### src/rtl/snd_pkg.sv
`timescale 1ns / 1ps
// ----------------------------------------------------------------------------
// snd_pkg - shared types and constants of the sigmoid neuron
// Widths, register codes, lane control bundle and the tanh table generator.
// ----------------------------------------------------------------------------
package snd_pkg;

	localparam int NUM_INPUTS_DEF  = 5;
	localparam int TANH_DEPTH_DEF  = 256;

	localparam int SAMPLE_W = 16;
	localparam int WEIGHT_W = 32;
	localparam int PROD_W   = SAMPLE_W + WEIGHT_W;
	localparam int G_W      = 36;
	localparam int DWP_W    = G_W + SAMPLE_W;
	localparam int ACT_W    = 16;
	localparam int SLOPE_W  = 16;
	localparam int SQ_W     = 24;
	localparam int TAG_W    = 8;
	localparam int E_W      = 19;
	localparam int CFG_ADDR_W = 8;
	localparam int CFG_DATA_W = 16;

	localparam logic [CFG_ADDR_W-1:0] REG_STEEPNESS     = 8'd0;
	localparam logic [CFG_ADDR_W-1:0] REG_LEARNING_RATE = 8'd1;

	localparam logic [15:0] STEEPNESS_RST     = 16'd2048;
	localparam logic [15:0] LEARNING_RATE_RST = 16'd2048;

	typedef struct packed {
		logic load;
		logic mul;
		logic dw;
		logic upd;
	} lane_ctrl_t;

	// bit-serial unsigned divide, elaboration only
	function automatic logic [63:0] udiv64(input logic [63:0] num, input logic [63:0] den);
		logic [64:0] rem;
		logic [63:0] quo;
		rem = '0;
		quo = '0;
		for (int b = 63; b >= 0; b--) begin
			rem = {rem[63:0], num[b]};
			if (rem >= {1'b0, den}) begin
				rem    = rem - {1'b0, den};
				quo[b] = 1'b1;
			end
		end
		return quo;
	endfunction

	// tanh(8*idx/depth) in Q1.14 from exp(-16/depth) powers
	function automatic logic [15:0] tanh_entry(input int depth, input int idx);
		logic [63:0] a, term, pos, neg, q, t, num, den, r;
		a    = udiv64(64'd16 << 31, 64'(depth));
		term = 64'd1 << 31;
		pos  = 64'd1 << 31;
		neg  = '0;
		for (int n = 1; n <= 24; n++) begin
			term = (term * a + (64'd1 << 30)) >> 31;
			term = udiv64(term + 64'(n / 2), 64'(n));
			if (n % 2 == 1) neg = neg + term;
			else pos = pos + term;
		end
		q = (pos > neg) ? pos - neg : 64'd0;
		t = 64'd1 << 31;
		for (int i = 0; i < idx; i++) begin
			t = (t * q + (64'd1 << 30)) >> 31;
		end
		num = ((64'd1 << 31) - t) << 14;
		den = (64'd1 << 31) + t;
		r   = udiv64(num * 64'd2 + den, den * 64'd2);
		return r[15:0];
	endfunction

endpackage

### src/rtl/snd_lane.sv
`timescale 1ns / 1ps
// ----------------------------------------------------------------------------
// snd_lane - one weight lane
// Holds a weight and a sample, forms x*w and the saturating delta update.
// ----------------------------------------------------------------------------
module snd_lane
	import snd_pkg::*;
(
	input  logic                       clk,
	input  logic                       arst_n,
	input  lane_ctrl_t                 ctrl,
	input  logic signed [SAMPLE_W-1:0] sample,
	input  logic signed [G_W-1:0]      grad,
	output logic signed [PROD_W-1:0]   prod,
	output logic                       clip
);

	logic signed [SAMPLE_W-1:0] x_q;
	logic signed [WEIGHT_W-1:0] w_q;
	logic signed [PROD_W-1:0]   prod_q;
	logic signed [DWP_W-1:0]    dwp_q;
	logic signed [G_W-1:0]      dw;
	logic signed [WEIGHT_W+4:0] nw;
	logic signed [DWP_W-1:0]    dwp_rnd;
	logic signed [WEIGHT_W-1:0] w_sat;

	always_ff @(posedge clk) begin
		if (ctrl.load) x_q <= sample;
		if (ctrl.mul) prod_q <= x_q * w_q;
		if (ctrl.dw) dwp_q <= grad * x_q;
	end

	// round half away from zero, then drop 16 fraction bits
	always_comb begin
		dwp_rnd = dwp_q + DWP_W'(signed'(33'sh8000)) - DWP_W'(dwp_q[DWP_W-1]);
		dw      = G_W'(dwp_rnd >>> 16);
		nw      = (WEIGHT_W+5)'(w_q) + (WEIGHT_W+5)'(dw);
		clip    = 1'b0;
		w_sat   = nw[WEIGHT_W-1:0];
		if (nw > (WEIGHT_W+5)'(signed'({1'b0, {(WEIGHT_W-1){1'b1}}}))) begin
			w_sat = {1'b0, {(WEIGHT_W-1){1'b1}}};
			clip  = 1'b1;
		end else if (nw < -(WEIGHT_W+5)'(signed'({1'b0, 1'b1, {(WEIGHT_W-1){1'b0}}}))) begin
			w_sat = {1'b1, {(WEIGHT_W-1){1'b0}}};
			clip  = 1'b1;
		end
	end

	always_ff @(posedge clk or negedge arst_n) begin
		if (!arst_n) begin
			w_q <= '0;
		end else if (ctrl.upd) begin
			w_q <= w_sat;
		end
	end

	assign prod = prod_q;

endmodule

### config.mk
export PLATFORM = sky130hd
export DESIGN_NAME = snd_lane
export DESIGN_NICKNAME = d
export VERILOG_FILES = /design/src/rtl/snd_pkg.sv /design/src/rtl/snd_lane.sv
export SDC_FILE = /design/constraint.sdc
export NUM_CORES = 2
export LEC_CHECK = 0
export BUFFER_PORTS_ARGS = -buffer_cell sky130_fd_sc_hd__buf_2
export CAP_MARGIN = 10
export CORE_ASPECT_RATIO = 0.6
export CORE_UTILIZATION = 65
export DETAILED_ROUTE_END_ITERATION = 8
export PLACE_DENSITY_LB_ADDON = 0.2
export SLEW_MARGIN = 10
export SYNTH_ARGS = -nofsm -noshare
export SYNTH_HDL_FRONTEND = slang
export SYNTH_SLANG_ARGS = --single-unit
### constraint.sdc
create_clock -name clk -period 9.28 [get_ports clk]
set_input_delay 1.856 -clock clk [delete_from_list [all_inputs] [get_ports clk]]
set_output_delay 1.856 -clock clk [all_outputs]
set_load 0.05 [all_outputs]
==> impl_metrics.json <==
{
  "holdBufCountCts": 0,
  "cts_tree": "done",
  "post_cts_buffers": 0,
  "drt_iter0_drc": 2814,
  "area_delta_synth_final_pct": 4.061,
  "yosys_warnings": 0,
  "synth_flop_cell": "edfxtp_1",
  "ctsResizeCount": 0,
  "drive_gt1_frac": 0.04492,
  "synthesis.nets": 6519,
  "final_max_slew_viol_count": 0,
  "worst-path-max-fanout": 7,
  "routed_wl_um": 111400,
  "die_w_um": 347.3,
  "worstSkewPairLatency_ps": 490,
  "drc": 0,
  "start_kind": "flip-flop",
  "r2r-start": "x_q[6]",
  "synth-edff-count": 116,
  "hold_class": "reg2reg",
  "portBuffers": 106,
  "wl_met2_um": 46720,
  "grt_max_degree": 69,
  "cts_buffers": 17,
  "crit_path_end_kind": "output pin",
  "ys_seq_area_frac": 0.09215,
  "wl_per_cell_um": 18.55,
  "core_area_um2": 70290,
  "die_area_um2": 72630,
  "synth_area_um2": 46490,
  "r2r-end": "dwp_q[50]",
  "place_congestion": 0.9426,
  "min_to": "w_q[9]",
  "cts_buffer_depth": 2,
  "hold_depth": 3,
  "rows": 75,
  "detailroute.via_count": 34230,
  "hp-start": "w_q[9]",
  "setup_viol": 0,
  "netlist_instances": 5108,
  "synth_cell_types": 78,
  "clkTransAtPathRegs_ps": 70,
  "crit_arrival_ps": 6830,
  "drtAntennaViolNets": 0,
  "dr.max_layer_used": "met4",
  "wl_met3_um": 11730,
  "first_global_vias": 36510,
  "fin_tns_setup_ps": 0,
  "dp_hpwl_um": 90530,
  "hold_viol": 0,
  "run_status": "finished clean",
  "grt_util_all_layers": 0.3313,
  "die_h_um": 209.2,
  "synth_area_leader_cell": "fa_1",
  "yosysTopAreaCellShare": 0.4431,
  "cts.sinks": 148,
  "vias_per_cell": 5.702,
  "worst_clock_skew_ps": 13.60,
  "synth_async_sr_flop_share": 0.2162,
  "tightestPinTransition_ps": 1109,
  "io_pins": 107,
  "rsz0062_at_grt": "false",
  "drt_first_pass_iters": 8,
  "worstSetupPathType": "reg2out",
  "start_util": 0.6614,
  "reg2regPathDepth": 25,
  "relSlewSlack": 0.2606,
  "antenna_found_initial": 5,
  "fin_crit_sh": 0.9364,
  "maxCapViolCount": 0,
  "avgSynthCellArea_um2": 9.101,
  "nets": 6474,
  "detail_route.wirelength.met1_um": 51240,
  "grt_overflow": 0,
  "ys_ff_latch": 148,
  "max_freq_mhz": 115.1,
  "synth.area.top_cells": "fa_1 (44%), inv_1 (9.1%), ha_1 (8.7%)",
  "root_buffer": "clkbuf_16",
  "cts-htree-levels": 4,
  "worstPathRequired_ps": 7420,
  "grt_pass1_wl_um": 189900,
  "r2r_slack_ps": 870,
  "finalCriticalPeriod_ps": 8690
}
-- area by class of cell --
class | count | area (µm²)
repair buffers | 169 | 1054
multi-input cells | 3603 | 37110
well taps | 924 | 1156
flip-flops and latches | 148 | 4284
diodes | 3 | 7.507
clock buffers | 18 | 429.2
clock inverters | 14 | 117.6
inverters | 1124 | 4219
fillers | 5582 | 21910
-- kinds of logic (layout without fill, tap and decap cells) --
group                      after synthesis  in the layout  synth area share
AOI/OAI and AO/OA                      560            560           0.08055
xor gates and xnor gates               165            165           0.03109
adders and majority gates             1353           1353            0.5303
buffers and inverters                 1357           1325            0.1096
DFF                                    148            148           0.09215
muxes                                    4              4         0.0008613
other                                    0              3                 0
and+or+nand+nor                       1521           1521            0.1555
-- cells in the final DEF (no fill, tap or decap), types with 17 or more instances in the layout --
cell type / count
inv_1: 1123
fa_1: 1029
nand2_1: 764
and2_1: 364
ha_1: 324
a21oi_1: 162
nor2_1: 138
xnor2_1: 120
edfxtp_1: 116
buf_2: 106
a21o_1: 105
o21ai_0: 86
nand2b_1: 82
buf_4: 59
xor2_1: 45
nor3_1: 43
nand3_1: 34
a211oi_1: 32
dfrtp_1: 32
o21bai_1: 25
nand4_1: 23
and3_1: 22
a31oi_1: 18
o21a_1: 17
clkbuf_16: 17
-- how the worst max path moves through the flow --
stage / start / slack (ps) / endpoint / cells past startpoint
after floorplan: grad[20] / 1030 / dwp_q[50] / 22
after global placement: grad[17] / 560 / dwp_q[50] / 24
after detailed placement: grad[16] / 420 / dwp_q[50] / 24
after CTS: dwp_q[18] / 750 / clip / 20
after global routing: dwp_q[5] / 360 / clip / 23
final: dwp_q[18] / 590 / clip / 20
-- Yosys cell counts, types with 45 or more instances --
master    instances
inv_1          1123
fa_1           1029
nand2_1         764
and2_1          364
ha_1            324
clkbuf_1        231
a21oi_1         162
nor2_1          138
xnor2_1         120
edfxtp_1        116
a21o_1          105
o21ai_0          86
nand2b_1         82
xor2_1           45
-- worst max-delay path: stages, from the launching register on --
cell	delay, ps
edfxtp_1	430
ha_1	430
a21o_1	200
a21o_1	160
a2111oi_0	430
o41ai_1	190
a21oi_1	280
a21oi_1	150
o41ai_1	640
xnor2_1	170
ha_1	400
a21o_1	210
a21o_1	170
a2111oi_0	660
o31ai_1	210
and2_1	200
nor4b_1	390
a31oi_1	120
and4_1	230
mux2i_1	350
buf_2	340
-- registers in the layout (all words and copies together) (netlist names) --
name / count
dwp_q: 52
prod: 48
w_q: 32
x_q: 16
-- through the flow --
| stage | hold WS, ps | instance area (µm²) | instances | setup WS (ps) | util |
|---|---|---|---|---|---|
| after floorplan | 605.7 | 46490 | 5108 | 1032 | - |
| after global placement | 765.5 | 47820 | 5968 | 564.7 | 0.6804 |
| after detailed placement | 784.9 | 47820 | 5968 | 419.9 | 0.6804 |
| after CTS | 795.2 | 48370 | 6000 | 754.2 | 0.6882 |
| after global routing | 887.2 | 48380 | 6003 | 359.9 | 0.6883 |
| final | 810.5 | 48380 | 6003 | 590.2 | 0.6883 |
-- metal layers --
metal | vias to the layer above | GRT usage
met5 | - | 0
met3 | 112 | 0.07593
met4 | 0 | 0.06317
met1 | 17210 | 0.5089
li1 | 15390 | -
met2 | 1526 | 0.4845
Power is left out: the tool's default activity adds up to more than one toggle a clock period on the data nets, which glitch-free logic cannot reach.
