## config.mk

```make
export PLATFORM = sky130hd
export DESIGN_NAME = snd_merge
export DESIGN_NICKNAME = d
export VERILOG_FILES = /design/src/rtl/snd_pkg.sv /design/src/rtl/snd_merge.sv
export SDC_FILE = /design/constraint.sdc
export NUM_CORES = 1
export LEC_CHECK = 0
export ABC_CLOCK_PERIOD_IN_PS = 4330
export BUFFER_PORTS_ARGS = -buffer_cell sky130_fd_sc_hd__buf_4
export CAP_MARGIN = 15
export CORE_UTILIZATION = 32
export DETAILED_ROUTE_END_ITERATION = 8
export GPL_TIMING_DRIVEN = 1
export PLACE_DENSITY = 0.64
export SLEW_MARGIN = 20
export SYNTH_ARGS = -nofsm -noshare
export SYNTH_HDL_FRONTEND = slang
export SYNTH_SLANG_ARGS = --single-unit
```

## constraint.sdc

```tcl
create_clock -name clk -period 4.33 [get_ports clk]
set_clock_uncertainty 0.05 [all_clocks]
set_input_delay 0.2165 -clock clk [delete_from_list [all_inputs] [get_ports clk]]
set_output_delay 0.2165 -clock clk [all_outputs]
set_load 0.05 [all_outputs]
```

## src/rtl/snd_pkg.sv

```systemverilog
`timescale 1ns / 1ps
// ----------------------------------------------------------------------------
// snd_pkg - shared types and constants of the sigmoid neuron
// Widths, register codes, lane control bundle and the tanh table generator.
// ----------------------------------------------------------------------------
package snd_pkg;

	localparam int NUM_INPUTS_DEF  = 5;
	localparam int TANH_DEPTH_DEF  = 256;

	localparam int SAMPLE_W = 16;
	localparam int WEIGHT_W = 32;
	localparam int PROD_W   = SAMPLE_W + WEIGHT_W;
	localparam int G_W      = 36;
	localparam int DWP_W    = G_W + SAMPLE_W;
	localparam int ACT_W    = 16;
	localparam int SLOPE_W  = 16;
	localparam int SQ_W     = 24;
	localparam int TAG_W    = 8;
	localparam int E_W      = 19;
	localparam int CFG_ADDR_W = 8;
	localparam int CFG_DATA_W = 16;

	localparam logic [CFG_ADDR_W-1:0] REG_STEEPNESS     = 8'd0;
	localparam logic [CFG_ADDR_W-1:0] REG_LEARNING_RATE = 8'd1;

	localparam logic [15:0] STEEPNESS_RST     = 16'd2048;
	localparam logic [15:0] LEARNING_RATE_RST = 16'd2048;

	typedef struct packed {
		logic load;
		logic mul;
		logic dw;
		logic upd;
	} lane_ctrl_t;

	// bit-serial unsigned divide, elaboration only
	function automatic logic [63:0] udiv64(input logic [63:0] num, input logic [63:0] den);
		logic [64:0] rem;
		logic [63:0] quo;
		rem = '0;
		quo = '0;
		for (int b = 63; b >= 0; b--) begin
			rem = {rem[63:0], num[b]};
			if (rem >= {1'b0, den}) begin
				rem    = rem - {1'b0, den};
				quo[b] = 1'b1;
			end
		end
		return quo;
	endfunction

	// tanh(8*idx/depth) in Q1.14 from exp(-16/depth) powers
	function automatic logic [15:0] tanh_entry(input int depth, input int idx);
		logic [63:0] a, term, pos, neg, q, t, num, den, r;
		a    = udiv64(64'd16 << 31, 64'(depth));
		term = 64'd1 << 31;
		pos  = 64'd1 << 31;
		neg  = '0;
		for (int n = 1; n <= 24; n++) begin
			term = (term * a + (64'd1 << 30)) >> 31;
			term = udiv64(term + 64'(n / 2), 64'(n));
			if (n % 2 == 1) neg = neg + term;
			else pos = pos + term;
		end
		q = (pos > neg) ? pos - neg : 64'd0;
		t = 64'd1 << 31;
		for (int i = 0; i < idx; i++) begin
			t = (t * q + (64'd1 << 30)) >> 31;
		end
		num = ((64'd1 << 31) - t) << 14;
		den = (64'd1 << 31) + t;
		r   = udiv64(num * 64'd2 + den, den * 64'd2);
		return r[15:0];
	endfunction

endpackage

```

## src/rtl/snd_merge.sv

```systemverilog
`timescale 1ns / 1ps
// ----------------------------------------------------------------------------
// snd_merge - lane product accumulator
// Adds the lane products one per cycle into the dot product.
// ----------------------------------------------------------------------------
module snd_merge
	import snd_pkg::*;
#(
	parameter int NUM_INPUTS = NUM_INPUTS_DEF,
	parameter int SUM_W      = PROD_W + $clog2(NUM_INPUTS) + 1
)(
	input  logic                     clk,
	input  logic                     arst_n,
	input  logic                     start,
	input  logic signed [PROD_W-1:0] prod [NUM_INPUTS],
	output logic signed [SUM_W-1:0]  sum,
	output logic                     done
);

	localparam int CNT_W = (NUM_INPUTS > 1) ? $clog2(NUM_INPUTS) : 1;
	localparam logic [CNT_W-1:0] LAST = CNT_W'(NUM_INPUTS - 1);

	logic             busy_q;
	logic             done_q;
	logic [CNT_W-1:0] cnt_q;
	logic signed [SUM_W-1:0] acc_q;

	always_ff @(posedge clk or negedge arst_n) begin
		if (!arst_n) begin
			busy_q <= 1'b0;
			done_q <= 1'b0;
			cnt_q  <= '0;
		end else begin
			done_q <= busy_q & ~start & (cnt_q == LAST);
			if (start) begin
				busy_q <= 1'b1;
				cnt_q  <= '0;
			end else if (busy_q) begin
				cnt_q <= cnt_q + 1'b1;
				if (cnt_q == LAST) begin
					busy_q <= 1'b0;
				end
			end
		end
	end

	always_ff @(posedge clk) begin
		if (start) acc_q <= '0;
		else if (busy_q) acc_q <= acc_q + SUM_W'(prod[cnt_q]);
	end

	assign sum  = acc_q;
	assign done = done_q;

endmodule

```

==> results.json <==
{
  "worst_r2r_endpoint": "sum[41]$_SDFFE_PP0P_",
  "global_routing_usage_summed_across_all_routing_layers": 0.221,
  "routed_via_density": 5.27,
  "core_area_mm2": 0.0210,
  "most_area_hungry_cell_type_in_the_yosys_netlist": "mux4_2",
  "via_count_of_the_first_global_routing_pass": 7414,
  "cell_row_count": 53,
  "instance_count_of_the_mapped_netlist": 860,
  "crit_path_max_incr_delay_ns": 0.51,
  "critical_path.max_fanout": 22,
  "leakagePower_nw": 4.69,
  "cts_buffer_count": 9,
  "reg2reg_slack_ns": 0.28,
  "grt_antenna_before_repair": 0,
  "postSynthRegisterBits": 57,
  "drt-initial-drc-count": 444,
  "insertedDiodeCount": 0,
  "worstSetupEndpointType": "flop",
  "report.final.slew_viol_count": 0,
  "postSynth.topFlopCell": "dfxtp_1",
  "synthTopCellsByArea": "mux4_2 16%, dfxtp_1 15%, ha_1 9.6%, o21ai_0 6.1%, nand2_1 5.7%",
  "post-route-drc-count": 0,
  "grt_first_pass_wirelength_um": 37800,
  "timing.final.crit_period_ns": 4.05,
  "combined_buffer_and_inverter_count_along_the_critical_path": 2,
  "finish.net_count": 1426,
  "place_area_mm2": 0.00938,
  "synth_cell_types": 65,
  "dieHeight_um": 149,
  "run_status": "finished clean",
  "totalWireLength_um": 24200,
  "yosys_warnings": 0,
  "relSlewSlack": 0.377,
  "synth_largest_type_area_fraction": 0.157,
  "ant_nets": 0,
  "drt-wirelength-per-cell_um": 17.2,
  "register_to_register_path_depth": 14,
  "postSynth.asyncResetShare": 0.0877,
  "worst_r2r_startpoint": "cnt_q[0]$_DFFE_PN0P_",
  "portBuffers": 295,
  "cp_cell_sequence": "buf_12 > mux4_2 > inv_1 > o21ai_0 > ha_1 > a21o_1 > a31oi_1 > a31oi_1 > o31ai_1 > a21oi_1 > o21ai_1 > o31ai_1 > xnor2_1 > o21ai_0",
  "grt_start_max_net_pins": 53,
  "final_hold_viol_count": 0,
  "min_path_type": "primary input to async pin",
  "buffer_count_from_post_cts_setup_fixing": 0,
  "synth-seq-area-share": 0.170,
  "synthesis.area_per_instance_um2": 8.00,
  "timing.final.crit_share": 0.936,
  "setup_tns_ns": 0,
  "route.vias.total": 7429,
  "fmax_mhz": 247,
  "cts.sinks": 57,
  "clock_tree.htree_level_count": 3,
  "cp_top_family": "compound AO/OA/AOI/OAI gates",
  "drv.max_cap_violation_count": 0,
  "synthesis.area_mm2": 0.00688,
  "register_area_mm2": 0.00117,
  "clock_transition_at_path_regs_ns": 0.06,
  "vdd_drop_max_uv": 237,
  "slowest_stage": "mux4_2",
  "syn2layout_area_growth_pct": 41.0,
  "multi_input_area_mm2": 0.00526,
  "grt.overflow.total": 0,
  "number_of_nets_in_the_synthesized_netlist": 1157,
  "filler_cell_count": 2114,
  "synth-edff-count": 0,
  "stdcell_area_mm2": 0.00970,
  "floorplan.die.width_um": 149,
  "floorplan.die_area_mm2": 0.0221,
  "crit_path_start_kind": "flop",
  "cts_tree": "done",
  "detailed_place_hpwl_um": 19900,
  "fraction_of_final_layout_cells_with_drive_strength_greater_than_1": 0.347,
  "clk_path_buf_depth": 2,
  "grt_setup_unrepaired": "no",
  "pwr_density_cell_mw_per_mm2": 645,
  "place.gp.congestion": 0.889,
  "boundaryPins": 296,
  "final-setup-viol-count": 0,
  "initial_utilization": 0.327,
  "drt-pass1-iter-count": 5,
  "cp_arrival_ns": 4.20,
  "max_slew.worst_pin.slew_ns": 0.933,
  "worstSkewPairLatency_ns": 0.34,
  "critPathRequiredTime_ns": 4.48,
  "ctsRootBufferMaster": "clkbuf_16",
  "critical_path_class": "flop to flop"
}
metrics by stage:
stage | worst slack [ns] | hold WS [ns] | total power (W) | std cells | util
after floorplan | 0.0447 | -0.129 | 0.00426 | 860 | -
after global placement | 0.317 | -0.0179 | 0.00545 | 1392 | 0.446
after detailed placement | 0.287 | -0.0202 | 0.00548 | 1392 | 0.446
after CTS | 0.264 | 0.163 | 0.00626 | 1409 | 0.461
after global routing | 0.0382 | 0.178 | 0.00674 | 1409 | 0.461
final | 0.278 | 0.173 | 0.00625 | 1409 | 0.461
synth_stat cells (all sizes together) (2+ instances only):
| library cell | number |
|---|---|
| o211ai | 5 |
| and4 | 3 |
| buf | 21 |
| dfrtp | 5 |
| o22ai | 4 |
| clkbuf | 36 |
| dfxtp | 52 |
| a211oi | 7 |
| a31o | 3 |
| a221o | 4 |
| and2 | 4 |
| mux2i | 26 |
| a221oi | 2 |
| o21bai | 8 |
| mux4 | 48 |
| inv | 58 |
| a2bb2oi | 2 |
| o21a | 10 |
| nor3 | 6 |
| o21ai | 86 |
| o2bb2ai | 3 |
| nor2b | 6 |
| a22oi | 2 |
| a22o | 2 |
| nand3b | 3 |
| a31oi | 13 |
| and3 | 11 |
| nand2 | 105 |
| a211o | 2 |
| a21o | 27 |
| a21oi | 56 |
| nor2 | 62 |
| a21boi | 5 |
| ha | 53 |
| xor2 | 23 |
| nor3b | 7 |
| a311oi | 2 |
| nand3 | 14 |
| nand2b | 7 |
| or3 | 7 |
| nand4 | 19 |
| xnor2 | 23 |
| o31ai | 6 |
registers in the layout (all words and copies together) (netlist names):
name	flops
sum	52
done	1
busy_q	1
cnt_q	3
cell type report:
cell class / instances / share of cell area
clock buffer: 14 / 0.0283
clock inverter: 2 / 0.00361
inverter: 58 / 0.0224
multi-input combinational: 688 / 0.543
sequential: 57 / 0.121
tap: 275 / 0.0355
timing repair buffer: 315 / 0.247
worst register-to-register path, stage by stage (launching register included):
cell	delay, ns
dfrtp_4	0.46
buf_12	0.22
mux4_2	0.52
inv_1	0.06
o21ai_0	0.07
ha_1	0.36
a21o_1	0.21
a31oi_1	0.29
a31oi_1	0.17
o31ai_1	0.39
a21oi_1	0.20
o21ai_1	0.44
o31ai_1	0.23
xnor2_1	0.16
o21ai_0	0.08
placed cells by master, fill, tap and decap left out, types with 7 or more instances in the layout:
| master | n |
|---|---|
| buf_4 | 312 |
| nand2_1 | 105 |
| o21ai_0 | 83 |
| nor2_1 | 61 |
| inv_1 | 58 |
| a21oi_1 | 55 |
| ha_1 | 53 |
| dfxtp_1 | 52 |
| mux4_2 | 48 |
| a21o_1 | 27 |
| mux2i_1 | 26 |
| xor2_1 | 23 |
| xnor2_1 | 23 |
| nand4_1 | 19 |
| nand3_1 | 14 |
| a31oi_1 | 13 |
| o21a_1 | 9 |
| and3_1 | 9 |
| clkbuf_16 | 9 |
| o21bai_1 | 8 |
| nand2b_1 | 7 |
| or3_1 | 7 |
| a211oi_1 | 7 |
| nor3b_1 | 7 |
worst max path at each step:
stage                              start              endpoint  cells past startpoint
finish              cnt_q[0]$_DFFE_PN0P_  sum[41]$_SDFFE_PP0P_                     14
global route        cnt_q[0]$_DFFE_PN0P_  sum[39]$_SDFFE_PP0P_                     14
CTS                 cnt_q[0]$_DFFE_PN0P_  sum[51]$_SDFFE_PP0P_                     14
detailed placement  cnt_q[0]$_DFFE_PN0P_  sum[51]$_SDFFE_PP0P_                     14
global placement    cnt_q[0]$_DFFE_PN0P_  sum[51]$_SDFFE_PP0P_                     14
floorplan           cnt_q[0]$_DFFE_PN0P_  sum[48]$_SDFFE_PP0P_                     17
report_power, final:
| part | leakage, nW | total, W | internal [W] | switching [W] |
|---|---|---|---|---|
| registers | 0.492 | 0.000927 | 0.000739 | 0.000188 |
| logic | 4.04 | 0.00457 | 0.00184 | 0.00274 |
| clock network | 0.153 | 0.000751 | 0.000492 | 0.000259 |
| total | 4.69 | 0.00625 | 0.00307 | 0.00318 |
layer usage:
metal,track usage,share of wire,up-vias
met2,0.389,0.51,259
li1,-,-,3692
met1,0.275,0.42,3457
met3,0.0344,0.058,21
met5,0,0,-
met4,0.0624,0.016,0
kinds of logic after synthesis:
group,Yosys count,share of synthesized area
AND/OR/NAND/NOR,261,0.179
AO/OA/AOI/OAI,253,0.233
buffers and inverters,115,0.0655
multiplexers,74,0.195
flip-flops,57,0.170
adder cells (fa/ha/maj),54,0.0993
XOR/XNOR,46,0.0586
timing repair:
item / in CTS / in global routing
hold buffers: 1 / 0
endpoints found under the setup margin: 0 / 1
endpoints found under the hold margin: 5 / 0
resized for setup: 0 / 1
No activity file was read; power rests on OpenSTA's default activity.
